### config.mk
export PLATFORM = sky130hd
export DESIGN_NAME = gyro_bias_calibrate_integrate_core_flat
export DESIGN_NICKNAME = d
export VERILOG_FILES = /design/src/design/gbci_pkg.sv /design/src/design/gbci_in_if.sv /design/src/design/gbci_out_if.sv /design/src/design/gyro_bias_calibrate_integrate_core.sv /design/src/design/gbci_ctrl.sv /design/src/design/gbci_lane.sv /design/src/design/gbci_out.sv /design/src/flat_wrapper.sv
export SDC_FILE = /design/constraint.sdc
export NUM_CORES = 2
export LEC_CHECK = 0
export BUFFER_PORTS_ARGS = -buffer_cell sky130_fd_sc_hd__buf_2
export CORE_ASPECT_RATIO = 1.4
export CORE_MARGIN = 3
export CORE_UTILIZATION = 45
export CTS_BUF_LIST = sky130_fd_sc_hd__clkbuf_16
export CTS_CLUSTER_DIAMETER = 30
export DETAILED_ROUTE_END_ITERATION = 8
export HOLD_SLACK_MARGIN = 0.15
export PLACE_DENSITY = 0.69
export REMOVE_ABC_BUFFERS = 1
export SYNTH_ARGS = -nofsm -noshare
export SYNTH_HDL_FRONTEND = slang
export SYNTH_HIERARCHICAL = 1
export SYNTH_SLANG_ARGS = --single-unit
export TNS_END_PERCENT = 10
### constraint.sdc
create_clock -name clk_i -period 10.4 [get_ports clk_i]
set_clock_uncertainty 0.15 [all_clocks]
set_input_delay 1.04 -clock clk_i [delete_from_list [all_inputs] [get_ports clk_i]]
set_output_delay 1.04 -clock clk_i [all_outputs]
set_load 0.03 [all_outputs]
### src/design/gbci_pkg.sv
`timescale 1ns / 1ps
// package: shared constants and control structs for the gyro bias / integrate core
package gbci_pkg;

  localparam int STACK_DEPTH = 16;
  localparam int IDX_W       = $clog2(STACK_DEPTH);
  localparam int TOP_W       = $clog2(STACK_DEPTH + 1);
  localparam int DEG_W       = 5;
  localparam int RATE_W      = 16;
  localparam int ACC_W       = 32;
  localparam int CNT_W       = 15;

  localparam int APB_AW      = 3;
  localparam int APB_DW      = 32;
  localparam logic REG_CAL_SAMPLES = 1'b0;
  localparam logic [CNT_W-1:0] CAL_SAMPLES_RST = CNT_W'(1024);

  typedef enum logic [3:0] {
    S_IDLE   = 4'b0001,
    S_MERGE  = 4'b0010,
    S_FINISH = 4'b0100,
    S_RUN    = 4'b1000
  } state_e;

  typedef struct packed {
    logic             load;
    logic             merge;
    logic             store;
    logic             latch_bias;
    logic             acc_upd;
    logic [IDX_W-1:0] rd_idx;
    logic [IDX_W-1:0] wr_idx;
  } lane_ctl_t;

  typedef struct packed {
    logic emit;
    logic done;
    logic seen;
  } out_ctl_t;

endpackage

### src/design/gbci_in_if.sv
`timescale 1ns / 1ps
// interface: input rate sample channel
interface gbci_in_if;
  logic                                  valid;
  logic                                  ready;
  logic                                  mode;
  logic signed [gbci_pkg::RATE_W-1:0]    rate_x;
  logic signed [gbci_pkg::RATE_W-1:0]    rate_y;
  logic signed [gbci_pkg::RATE_W-1:0]    rate_z;

  modport source (output valid, mode, rate_x, rate_y, rate_z, input ready);
  modport sink   (input valid, mode, rate_x, rate_y, rate_z, output ready);
endinterface

### src/design/gbci_out_if.sv
`timescale 1ns / 1ps
// interface: orientation result channel
interface gbci_out_if;
  logic                                  valid;
  logic                                  ready;
  logic signed [gbci_pkg::ACC_W-1:0]     orient_x;
  logic signed [gbci_pkg::ACC_W-1:0]     orient_y;
  logic signed [gbci_pkg::ACC_W-1:0]     orient_z;
  logic                                  cal_done;
  logic                                  bias_valid;

  modport source (output valid, orient_x, orient_y, orient_z, cal_done, bias_valid,
                  input ready);
  modport sink   (input valid, orient_x, orient_y, orient_z, cal_done, bias_valid,
                  output ready);
endinterface

### src/design/gyro_bias_calibrate_integrate_core.sv
`timescale 1ns / 1ps
// top level: gyro bias calibration and rate integration core
//
// Takes one three-axis rate item at a time. A calibration item (mode 0) is pushed
// onto a stack of partial averages; equal-degree neighbors are folded together one
// merge per cycle by a shared adder in each axis lane. After cal_samples calibration
// items the bottom entry becomes the bias and the stack empties. A run item (mode 1)
// subtracts the bias and adds the difference into wrapping 32-bit accumulators.
// Every item yields exactly one result carrying the three accumulators, cal_done
// and bias_valid. A run item passes through accept and update; a calibration item
// passes through accept, m merges, a store and a finish, m being the merges it causes (0 up to
// 14, since a 15-bit run length never lets more than 32766 samples pile up; on
// average about 1).
// Result back-pressure stalls the core in its final step. The x, y and z lanes run
// in parallel under one sequencer. cal_samples sits at byte address 0 of the APB
// port (reset 1024); pready is tied high.
module gyro_bias_calibrate_integrate_core (
  input  logic                                clk_i,
  input  logic                                rst_ni,
  gbci_in_if.sink                             in_i,
  gbci_out_if.source                          out_o,
  input  logic                                psel,
  input  logic                                penable,
  input  logic                                pwrite,
  input  logic [gbci_pkg::APB_AW-1:0]         paddr,
  input  logic [gbci_pkg::APB_DW-1:0]         pwdata,
  output logic [gbci_pkg::APB_DW-1:0]         prdata,
  output logic                                pready
);

  logic [gbci_pkg::CNT_W-1:0] cal_samples_q, cal_samples_d;
  logic                       reg_sel;
  logic                       accept;
  logic                       out_block;
  gbci_pkg::lane_ctl_t        lane_ctl;
  gbci_pkg::out_ctl_t         out_ctl;
  logic signed [gbci_pkg::ACC_W-1:0] acc_x, acc_y, acc_z;

  // register file: word-aligned decode, low address bits are ignored
  assign pready  = 1'b1;
  assign reg_sel = (paddr[gbci_pkg::APB_AW-1] == gbci_pkg::REG_CAL_SAMPLES);
  assign cal_samples_d = (psel && penable && pwrite && reg_sel)
                       ? pwdata[gbci_pkg::CNT_W-1:0] : cal_samples_q;
  assign prdata = reg_sel
                ? {{(gbci_pkg::APB_DW-gbci_pkg::CNT_W){1'b0}}, cal_samples_q} : '0;

  always_ff @(posedge clk_i or negedge rst_ni) begin
    if (!rst_ni) begin
      cal_samples_q <= gbci_pkg::CAL_SAMPLES_RST;
    end else begin
      cal_samples_q <= cal_samples_d;
    end
  end

  // input handshake
  assign accept = in_i.valid && in_i.ready;

  gbci_ctrl u_ctrl (
    .clk_i         (clk_i),
    .rst_ni        (rst_ni),
    .accept_i      (accept),
    .mode_i        (in_i.mode),
    .cal_samples_i (cal_samples_q),
    .out_block_i   (out_block),
    .in_ready_o    (in_i.ready),
    .lane_ctl_o    (lane_ctl),
    .out_ctl_o     (out_ctl)
  );

  // one lane per axis, all driven by the same control word
  gbci_lane u_lane_x (
    .clk_i    (clk_i),
    .rst_ni   (rst_ni),
    .ctl_i    (lane_ctl),
    .sample_i (in_i.rate_x),
    .acc_o    (acc_x)
  );

  gbci_lane u_lane_y (
    .clk_i    (clk_i),
    .rst_ni   (rst_ni),
    .ctl_i    (lane_ctl),
    .sample_i (in_i.rate_y),
    .acc_o    (acc_y)
  );

  gbci_lane u_lane_z (
    .clk_i    (clk_i),
    .rst_ni   (rst_ni),
    .ctl_i    (lane_ctl),
    .sample_i (in_i.rate_z),
    .acc_o    (acc_z)
  );

  // result register joins the lanes into one item
  gbci_out u_out (
    .clk_i   (clk_i),
    .rst_ni  (rst_ni),
    .ctl_i   (out_ctl),
    .acc_x_i (acc_x),
    .acc_y_i (acc_y),
    .acc_z_i (acc_z),
    .block_o (out_block),
    .out_o   (out_o)
  );

endmodule

### src/design/gbci_ctrl.sv
`timescale 1ns / 1ps
// sequencer: stack pointer, merge degrees, calibration count and lane control
module gbci_ctrl (
  input  logic                           clk_i,
  input  logic                           rst_ni,
  input  logic                           accept_i,
  input  logic                           mode_i,
  input  logic [gbci_pkg::CNT_W-1:0]     cal_samples_i,
  input  logic                           out_block_i,
  output logic                           in_ready_o,
  output gbci_pkg::lane_ctl_t            lane_ctl_o,
  output gbci_pkg::out_ctl_t             out_ctl_o
);

  gbci_pkg::state_e                state_q, state_d;
  logic [gbci_pkg::TOP_W-1:0]      top_q, top_d;
  logic [gbci_pkg::CNT_W-1:0]      count_q, count_d;
  logic [gbci_pkg::DEG_W-1:0]      cdeg_q, cdeg_d;
  logic                            seen_q, seen_d;
  logic [gbci_pkg::DEG_W-1:0]      deg_q [gbci_pkg::STACK_DEPTH];

  logic [gbci_pkg::TOP_W-1:0]      top_m1;
  logic [gbci_pkg::IDX_W-1:0]      rd_idx;
  logic [gbci_pkg::IDX_W-1:0]      wr_idx;
  logic                            match;
  logic [gbci_pkg::CNT_W:0]        cnt_inc;
  logic [gbci_pkg::CNT_W:0]        limit;
  logic                            deg_we;

  assign top_m1 = top_q - gbci_pkg::TOP_W'(1);
  assign rd_idx = top_m1[gbci_pkg::IDX_W-1:0];
  assign wr_idx = top_q[gbci_pkg::IDX_W-1:0];
  assign match  = (top_q != '0) && (deg_q[rd_idx] == cdeg_q);
  assign cnt_inc = {1'b0, count_q} + (gbci_pkg::CNT_W+1)'(1);
  // a zero run length behaves like one
  assign limit  = (cal_samples_i == '0) ? (gbci_pkg::CNT_W+1)'(1) : {1'b0, cal_samples_i};
  assign in_ready_o = (state_q == gbci_pkg::S_IDLE);

  always_comb begin
    state_d    = state_q;
    top_d      = top_q;
    count_d    = count_q;
    cdeg_d     = cdeg_q;
    seen_d     = seen_q;
    deg_we     = 1'b0;
    lane_ctl_o = '0;
    lane_ctl_o.rd_idx = rd_idx;
    lane_ctl_o.wr_idx = wr_idx;
    out_ctl_o  = '0;
    out_ctl_o.seen = seen_q;
    case (state_q)
      gbci_pkg::S_IDLE: begin
        if (accept_i) begin
          lane_ctl_o.load = 1'b1;
          cdeg_d = '0;
          if (mode_i) begin
            state_d = gbci_pkg::S_RUN;
          end else if (top_q == gbci_pkg::TOP_W'(gbci_pkg::STACK_DEPTH)) begin
            // stack full: sample dropped but still counted
            state_d = gbci_pkg::S_FINISH;
          end else begin
            state_d = gbci_pkg::S_MERGE;
          end
        end
      end
      gbci_pkg::S_MERGE: begin
        if (match) begin
          lane_ctl_o.merge = 1'b1;
          cdeg_d = cdeg_q + gbci_pkg::DEG_W'(1);
          top_d  = top_m1;
        end else begin
          lane_ctl_o.store = 1'b1;
          deg_we  = 1'b1;
          top_d   = top_q + gbci_pkg::TOP_W'(1);
          state_d = gbci_pkg::S_FINISH;
        end
      end
      gbci_pkg::S_FINISH: begin
        if (!out_block_i) begin
          out_ctl_o.emit = 1'b1;
          state_d = gbci_pkg::S_IDLE;
          if (cnt_inc >= limit) begin
            lane_ctl_o.latch_bias = 1'b1;
            out_ctl_o.done = 1'b1;
            out_ctl_o.seen = 1'b1;
            seen_d  = 1'b1;
            top_d   = '0;
            count_d = '0;
          end else begin
            count_d = cnt_inc[gbci_pkg::CNT_W-1:0];
          end
        end
      end
      gbci_pkg::S_RUN: begin
        if (!out_block_i) begin
          out_ctl_o.emit     = 1'b1;
          lane_ctl_o.acc_upd = 1'b1;
          state_d = gbci_pkg::S_IDLE;
        end
      end
      default: begin
        state_d = gbci_pkg::S_IDLE;
      end
    endcase
  end

  always_ff @(posedge clk_i or negedge rst_ni) begin
    if (!rst_ni) begin
      state_q <= gbci_pkg::S_IDLE;
      top_q   <= '0;
      count_q <= '0;
      cdeg_q  <= '0;
      seen_q  <= 1'b0;
    end else begin
      state_q <= state_d;
      top_q   <= top_d;
      count_q <= count_d;
      cdeg_q  <= cdeg_d;
      seen_q  <= seen_d;
    end
  end

  always_ff @(posedge clk_i) begin
    if (deg_we) begin
      deg_q[wr_idx] <= cdeg_q;
    end
  end

endmodule

### src/design/gbci_lane.sv
`timescale 1ns / 1ps
// one axis lane: partial average stack, merge adder, bias and orientation accumulator
module gbci_lane (
  input  logic                                clk_i,
  input  logic                                rst_ni,
  input  gbci_pkg::lane_ctl_t                 ctl_i,
  input  logic signed [gbci_pkg::RATE_W-1:0]  sample_i,
  output logic signed [gbci_pkg::ACC_W-1:0]   acc_o
);

  logic signed [gbci_pkg::RATE_W-1:0] stack_q [gbci_pkg::STACK_DEPTH];
  logic signed [gbci_pkg::RATE_W-1:0] carry_q, carry_d;
  logic signed [gbci_pkg::RATE_W-1:0] bias_q, bias_d;
  logic signed [gbci_pkg::ACC_W-1:0]  acc_q, acc_d;
  logic signed [gbci_pkg::RATE_W:0]   sum;
  logic signed [gbci_pkg::RATE_W:0]   diff;

  // floor average of the entry below and the carried top entry
  assign sum  = {stack_q[ctl_i.rd_idx][gbci_pkg::RATE_W-1], stack_q[ctl_i.rd_idx]}
              + {carry_q[gbci_pkg::RATE_W-1], carry_q};
  assign diff = {carry_q[gbci_pkg::RATE_W-1], carry_q}
              - {bias_q[gbci_pkg::RATE_W-1], bias_q};

  always_comb begin
    carry_d = carry_q;
    if (ctl_i.load) begin
      carry_d = sample_i;
    end else if (ctl_i.merge) begin
      carry_d = sum[gbci_pkg::RATE_W:1];
    end
  end

  assign bias_d = ctl_i.latch_bias ? stack_q[0] : bias_q;
  assign acc_d  = ctl_i.acc_upd
                ? acc_q + {{(gbci_pkg::ACC_W-gbci_pkg::RATE_W-1){diff[gbci_pkg::RATE_W]}}, diff}
                : acc_q;
  assign acc_o  = acc_d;

  always_ff @(posedge clk_i) begin
    carry_q <= carry_d;
    if (ctl_i.store) begin
      stack_q[ctl_i.wr_idx] <= carry_q;
    end
  end

  always_ff @(posedge clk_i or negedge rst_ni) begin
    if (!rst_ni) begin
      bias_q <= '0;
      acc_q  <= '0;
    end else begin
      bias_q <= bias_d;
      acc_q  <= acc_d;
    end
  end

endmodule

### src/design/gbci_out.sv
`timescale 1ns / 1ps
// merge stage: gathers the three lanes into one registered result item
module gbci_out (
  input  logic                               clk_i,
  input  logic                               rst_ni,
  input  gbci_pkg::out_ctl_t                 ctl_i,
  input  logic signed [gbci_pkg::ACC_W-1:0]  acc_x_i,
  input  logic signed [gbci_pkg::ACC_W-1:0]  acc_y_i,
  input  logic signed [gbci_pkg::ACC_W-1:0]  acc_z_i,
  output logic                               block_o,
  gbci_out_if.source                         out_o
);

  logic                              valid_q, valid_d;
  logic signed [gbci_pkg::ACC_W-1:0] ox_q, oy_q, oz_q;
  logic                              done_q, seen_q;

  assign block_o = valid_q && !out_o.ready;
  assign valid_d = ctl_i.emit ? 1'b1 : (out_o.ready ? 1'b0 : valid_q);

  always_ff @(posedge clk_i or negedge rst_ni) begin
    if (!rst_ni) begin
      valid_q <= 1'b0;
    end else begin
      valid_q <= valid_d;
    end
  end

  always_ff @(posedge clk_i) begin
    if (ctl_i.emit) begin
      ox_q   <= acc_x_i;
      oy_q   <= acc_y_i;
      oz_q   <= acc_z_i;
      done_q <= ctl_i.done;
      seen_q <= ctl_i.seen;
    end
  end

  assign out_o.valid      = valid_q;
  assign out_o.orient_x   = ox_q;
  assign out_o.orient_y   = oy_q;
  assign out_o.orient_z   = oz_q;
  assign out_o.cal_done   = done_q;
  assign out_o.bias_valid = seen_q;

endmodule
### src/flat_wrapper.sv
// flat-port wrapper written by rule: the top's interface ports become plain ports
module gyro_bias_calibrate_integrate_core_flat 
  (clk_i, rst_ni, psel, penable, pwrite, paddr, pwdata, prdata, pready, in_i_valid, in_i_mode, in_i_rate_x, in_i_rate_y, in_i_rate_z, in_i_ready, out_o_valid, out_o_orient_x, out_o_orient_y, out_o_orient_z, out_o_cal_done, out_o_bias_valid, out_o_ready);
  gbci_in_if in_i_i ();
  gbci_out_if out_o_i ();
  input  logic clk_i;
  input  logic rst_ni;
  input  logic psel;
  input  logic penable;
  input  logic pwrite;
  input  logic [gbci_pkg::APB_AW-1:0] paddr;
  input  logic [gbci_pkg::APB_DW-1:0] pwdata;
  output logic [gbci_pkg::APB_DW-1:0] prdata;
  output logic pready;
  input wire logic [$bits(in_i_i.valid)-1:0] in_i_valid;
  input wire logic [$bits(in_i_i.mode)-1:0] in_i_mode;
  input wire logic [$bits(in_i_i.rate_x)-1:0] in_i_rate_x;
  input wire logic [$bits(in_i_i.rate_y)-1:0] in_i_rate_y;
  input wire logic [$bits(in_i_i.rate_z)-1:0] in_i_rate_z;
  output wire logic [$bits(in_i_i.ready)-1:0] in_i_ready;
  output wire logic [$bits(out_o_i.valid)-1:0] out_o_valid;
  output wire logic [$bits(out_o_i.orient_x)-1:0] out_o_orient_x;
  output wire logic [$bits(out_o_i.orient_y)-1:0] out_o_orient_y;
  output wire logic [$bits(out_o_i.orient_z)-1:0] out_o_orient_z;
  output wire logic [$bits(out_o_i.cal_done)-1:0] out_o_cal_done;
  output wire logic [$bits(out_o_i.bias_valid)-1:0] out_o_bias_valid;
  input wire logic [$bits(out_o_i.ready)-1:0] out_o_ready;
  assign in_i_i.valid = in_i_valid;
  assign in_i_i.mode = in_i_mode;
  assign in_i_i.rate_x = in_i_rate_x;
  assign in_i_i.rate_y = in_i_rate_y;
  assign in_i_i.rate_z = in_i_rate_z;
  assign in_i_ready = in_i_i.ready;
  assign out_o_valid = out_o_i.valid;
  assign out_o_orient_x = out_o_i.orient_x;
  assign out_o_orient_y = out_o_i.orient_y;
  assign out_o_orient_z = out_o_i.orient_z;
  assign out_o_cal_done = out_o_i.cal_done;
  assign out_o_bias_valid = out_o_i.bias_valid;
  assign out_o_i.ready = out_o_ready;
  gyro_bias_calibrate_integrate_core u_core (.clk_i(clk_i), .rst_ni(rst_ni), .in_i(in_i_i), .out_o(out_o_i), .psel(psel), .penable(penable), .pwrite(pwrite), .paddr(paddr), .pwdata(pwdata), .prdata(prdata), .pready(pready));
endmodule
==> impl_metrics.json <==
{
  "syn_inst": 3526,
  "hold_violations": 0,
  "wl_per_cell_um": 22.1,
  "fin_crit_sh": 0.688,
  "maxClockFrequency_mhz": 140,
  "seqCellArea_mm2": 0.0346,
  "powerDensity_mw_per_mm2": 346,
  "yosys_warnings": 6,
  "vias": 31700,
  "antenna_found_initial": 7,
  "max_cap_violations": 0,
  "totalNegativeSetupSlack_ns": 0,
  "grt_use_total": 0.199,
  "syn_to_final_growth_pct": 17.8,
  "swShare": 0.359,
  "grt_pass1_wl_um": 191000,
  "p_comb_frac": 0.408,
  "ctsResizeCount": 0,
  "drtIter0Drc": 2240,
  "rows": 150,
  "clk_path_buf_depth": 3,
  "syn_area_mm2": 0.0545,
  "core_area_mm2": 0.120,
  "fin_ws_ns": 3.25,
  "synth-edff-count": 994,
  "avgSynthCellArea_um2": 15.5,
  "crit_fanout": 38,
  "drt_wl_total_um": 124000,
  "cp_top_family": "compound AO/OA/AOI/OAI gates",
  "required_ns": 10.75,
  "worst_pin_slew_ns": 1.14,
  "slew_headroom": 0.239,
  "path_clk_slew_ns": 0.05,
  "pwr-share-seq": 0.303,
  "fillers": 9436,
  "insertion_delay_ns": 0.78,
  "leakagePower_nw": 23.7,
  "pre_cts_ws_ns": 3.24,
  "hold_end": "u_core/u_ctrl/seen_q$_DFFE_PN0P_",
  "drc": 0,
  "vias_per_cell": 5.63,
  "first_global_vias": 32800,
  "power_frac_clock": 0.290,
  "r2r_setup_slack_ns": 3.25,
  "fin_util": 0.536,
  "regToRegStartpoint": "u_core/u_ctrl/top_q[0]$_DFFE_PN0P_",
  "mostFrequentLayoutCells": "edfxtp_1 (994), mux4_2 (257), ha_1 (208)",
  "worst_hold_slack_ns": 0.308,
  "crit_path_start": "u_core/u_ctrl/top_q[0]$_DFFE_PN0P_",
  "grt_setup_unrepaired": "no",
  "min_from": "u_core/u_ctrl/seen_q$_DFFE_PN0P_",
  "max_stage_delay_ns": 0.91,
  "die_w_um": 300,
  "critPathBufInv": 3,
  "worst_r2r_endpoint": "u_core/u_lane_z/carry_q[13]$_DFFE_PP_",
  "gp_congestion": 0.833,
  "worstPathArrival_ns": 7.50,
  "hold_class": "flop to flop",
  "hpwl_um": 77500,
  "port_buffers": 186,
  "cp_slowest_cell": "xor2_4",
  "drv_slew": 0,
  "ant_nets": 0,
  "drive_above_1_share": 0.252,
  "synth_cell_types": 99,
  "critPathKind": "flop to flop",
  "start_util": 0.455,
  "die_y_um": 418,
  "whs_path_depth": 1,
  "die_area_mm2": 0.125,
  "cp_common_cell": "o21ai_0",
  "ir_drop_uv": 252,
  "dr.pass1.iters": 5,
  "min_period_ns": 7.15,
  "grt_max_degree": 122,
  "crit_chain": "buf_4 > nor3_1 > xor2_4 > buf_4 > mux4_2 > mux2i_1 > o22ai_1 > inv_1 > fa_1 > nor2b_1 > o21ai_0 > a21oi_1 > o21ai_0 > a21boi_0 > o21ai_0 > a21oi_1 > o211ai_1 > a21boi_0 > o31ai_1",
  "clock-sinks": 1184,
  "cp-end-kind": "flop",
  "status": "complete, no violations",
  "setup_viol_count_final": 0,
  "multi_input_area_mm2": 0.0189,
  "startpoint_type": "flop",
  "cts_tree": "done",
  "async_reset_ff_frac": 0.160,
  "synth_flop_cell": "edfxtp_1",
  "p_switching_w": 0.00799,
  "clock-root-buffer": "clkbuf_16",
  "internal-power_w": 0.0143,
  "ios": 224,
  "grt_overflow": 0,
  "final_common_cell": "edfxtp_1",
  "ys_ff_latch": 1184,
  "h-tree-depth": 4,
  "nets": 4164,
  "numCtsBuffers": 192,
  "ys_seq_area_frac": 0.634,
  "r2r_cells": 19
}
## power groups by stage
stage | registers, W | clock network (W) | logic, W
after detailed placement | 0.00682 | 0 | 0.00903
final | 0.00673 | 0.00645 | 0.00907
after CTS | 0.00674 | 0.00657 | 0.00911
after global routing | 0.00682 | 0.00680 | 0.00999
after global placement | 0.00679 | 0 | 0.00891
after floorplan | 0.00684 | 0 | 0.00716
## Yosys cell counts, types with 12 or more instances
cell type	number	area [um^2]
and2_1	14	87.6
inv_1	156	586
nor3_1	45	225
buf_1	15	56.3
o21ai_0	182	911
o21ai_1	14	70.1
ha_1	208	2600
dfrtp_1	188	4700
and3_1	36	225
a21o_1	47	353
o21a_1	29	218
edfxtp_1	994	29800
nand2b_1	39	244
mux2_2	90	1010
o31ai_1	22	165
mux2i_1	19	190
o21bai_1	20	150
o211ai_1	21	158
a211oi_1	15	113
buf_2	12	60.1
xor2_1	43	377
mux4_2	257	5790
nand3_1	51	255
buf_4	27	203
a31oi_1	19	119
xnor2_1	113	990
nor2b_1	41	257
nand3b_1	14	105
a21oi_1	148	741
clkbuf_1	81	304
nand2_1	199	747
nor2_1	156	586
## what timing repair did
item | 4_1_cts | 5_1_grt
buffers inserted | 0 | 0
hold buffers | 1 | 0
endpoints found under the hold margin | 26 | 0
endpoints found under the setup margin | 0 | 0
## metrics by stage
stage / instance area (um^2) / instances / power (W)
detailed placement: 57600 / 5257 / 0.0159
finish: 64300 / 5622 / 0.0222
floorplan: 53900 / 3403 / 0.0140
global placement: 57600 / 5257 / 0.0157
CTS: 64300 / 5620 / 0.0224
global route: 64300 / 5621 / 0.0236
## state kept, by name, indices dropped and copies added, names as in the netlist, 5 cells and up
signal	cells
u_core/u_lane_y/stack_q	256
u_core/u_ctrl/top_q	5
u_core/u_lane_z/stack_q	256
u_core/u_lane_x/stack_q	256
u_core/u_lane_y/carry_q	16
u_core/u_lane_x/acc_q	32
u_core/u_lane_y/bias_q	16
u_core/u_lane_z/bias_q	16
u_core/u_ctrl/deg_q	80
u_core/cal_samples_q	15
u_core/u_out/out_o.orient_y	32
u_core/u_lane_x/bias_q	16
u_core/u_ctrl/cdeg_q	5
u_core/u_lane_y/acc_q	32
u_core/u_lane_z/acc_q	32
u_core/u_lane_z/carry_q	16
u_core/u_lane_x/carry_q	16
u_core/u_out/out_o.orient_x	32
u_core/u_ctrl/count_q	15
u_core/u_out/out_o.orient_z	32
## area by class of cell
cell class / count / share of cell area
repair buffers: 259 / 0.0236
diodes: 2 / 0.0000779
flip-flops and latches: 1184 / 0.538
clock buffers: 196 / 0.0763
well taps: 1596 / 0.0311
clock inverters: 166 / 0.0279
multi-input cells: 2062 / 0.293
inverters: 157 / 0.00944
## layer usage
layer  vias to the layer above  track usage  routed length (um)
met1                     16000        0.241               48700
met5                         -            0                  39
met3                       212       0.0371                7050
li1                      14400            -                   -
met4                         6       0.0655                3260
met2                       985        0.356               65200
## worst max-delay path by stage
stage / to / slack (ns) / depth (start not counted)
after floorplan: u_core/u_lane_x/stack_q[0][0]$_DFFE_PP_ / -6.76 / 11
after global placement: u_core/u_lane_z/carry_q[13]$_DFFE_PP_ / 3.34 / 19
after detailed placement: u_core/u_lane_z/carry_q[13]$_DFFE_PP_ / 3.24 / 19
after CTS: u_core/u_lane_z/carry_q[13]$_DFFE_PP_ / 3.16 / 19
after global routing: u_core/u_lane_z/carry_q[13]$_DFFE_PP_ / 2.84 / 19
final: u_core/u_lane_z/carry_q[13]$_DFFE_PP_ / 3.25 / 19
## cells by family after synthesis
group                      count (synthesis)  share of synthesized area
DFF                                     1184                      0.634
adders and majority gates                217                     0.0510
muxes                                    376                      0.131
xor gates and xnor gates                 157                     0.0253
buffers and inverters                    296                     0.0231
other                                      2                   0.000138
and+or+nand+nor                          673                     0.0614
AOI/OAI and AO/OA                        621                     0.0736
Power figures use the tool's default switching activity.
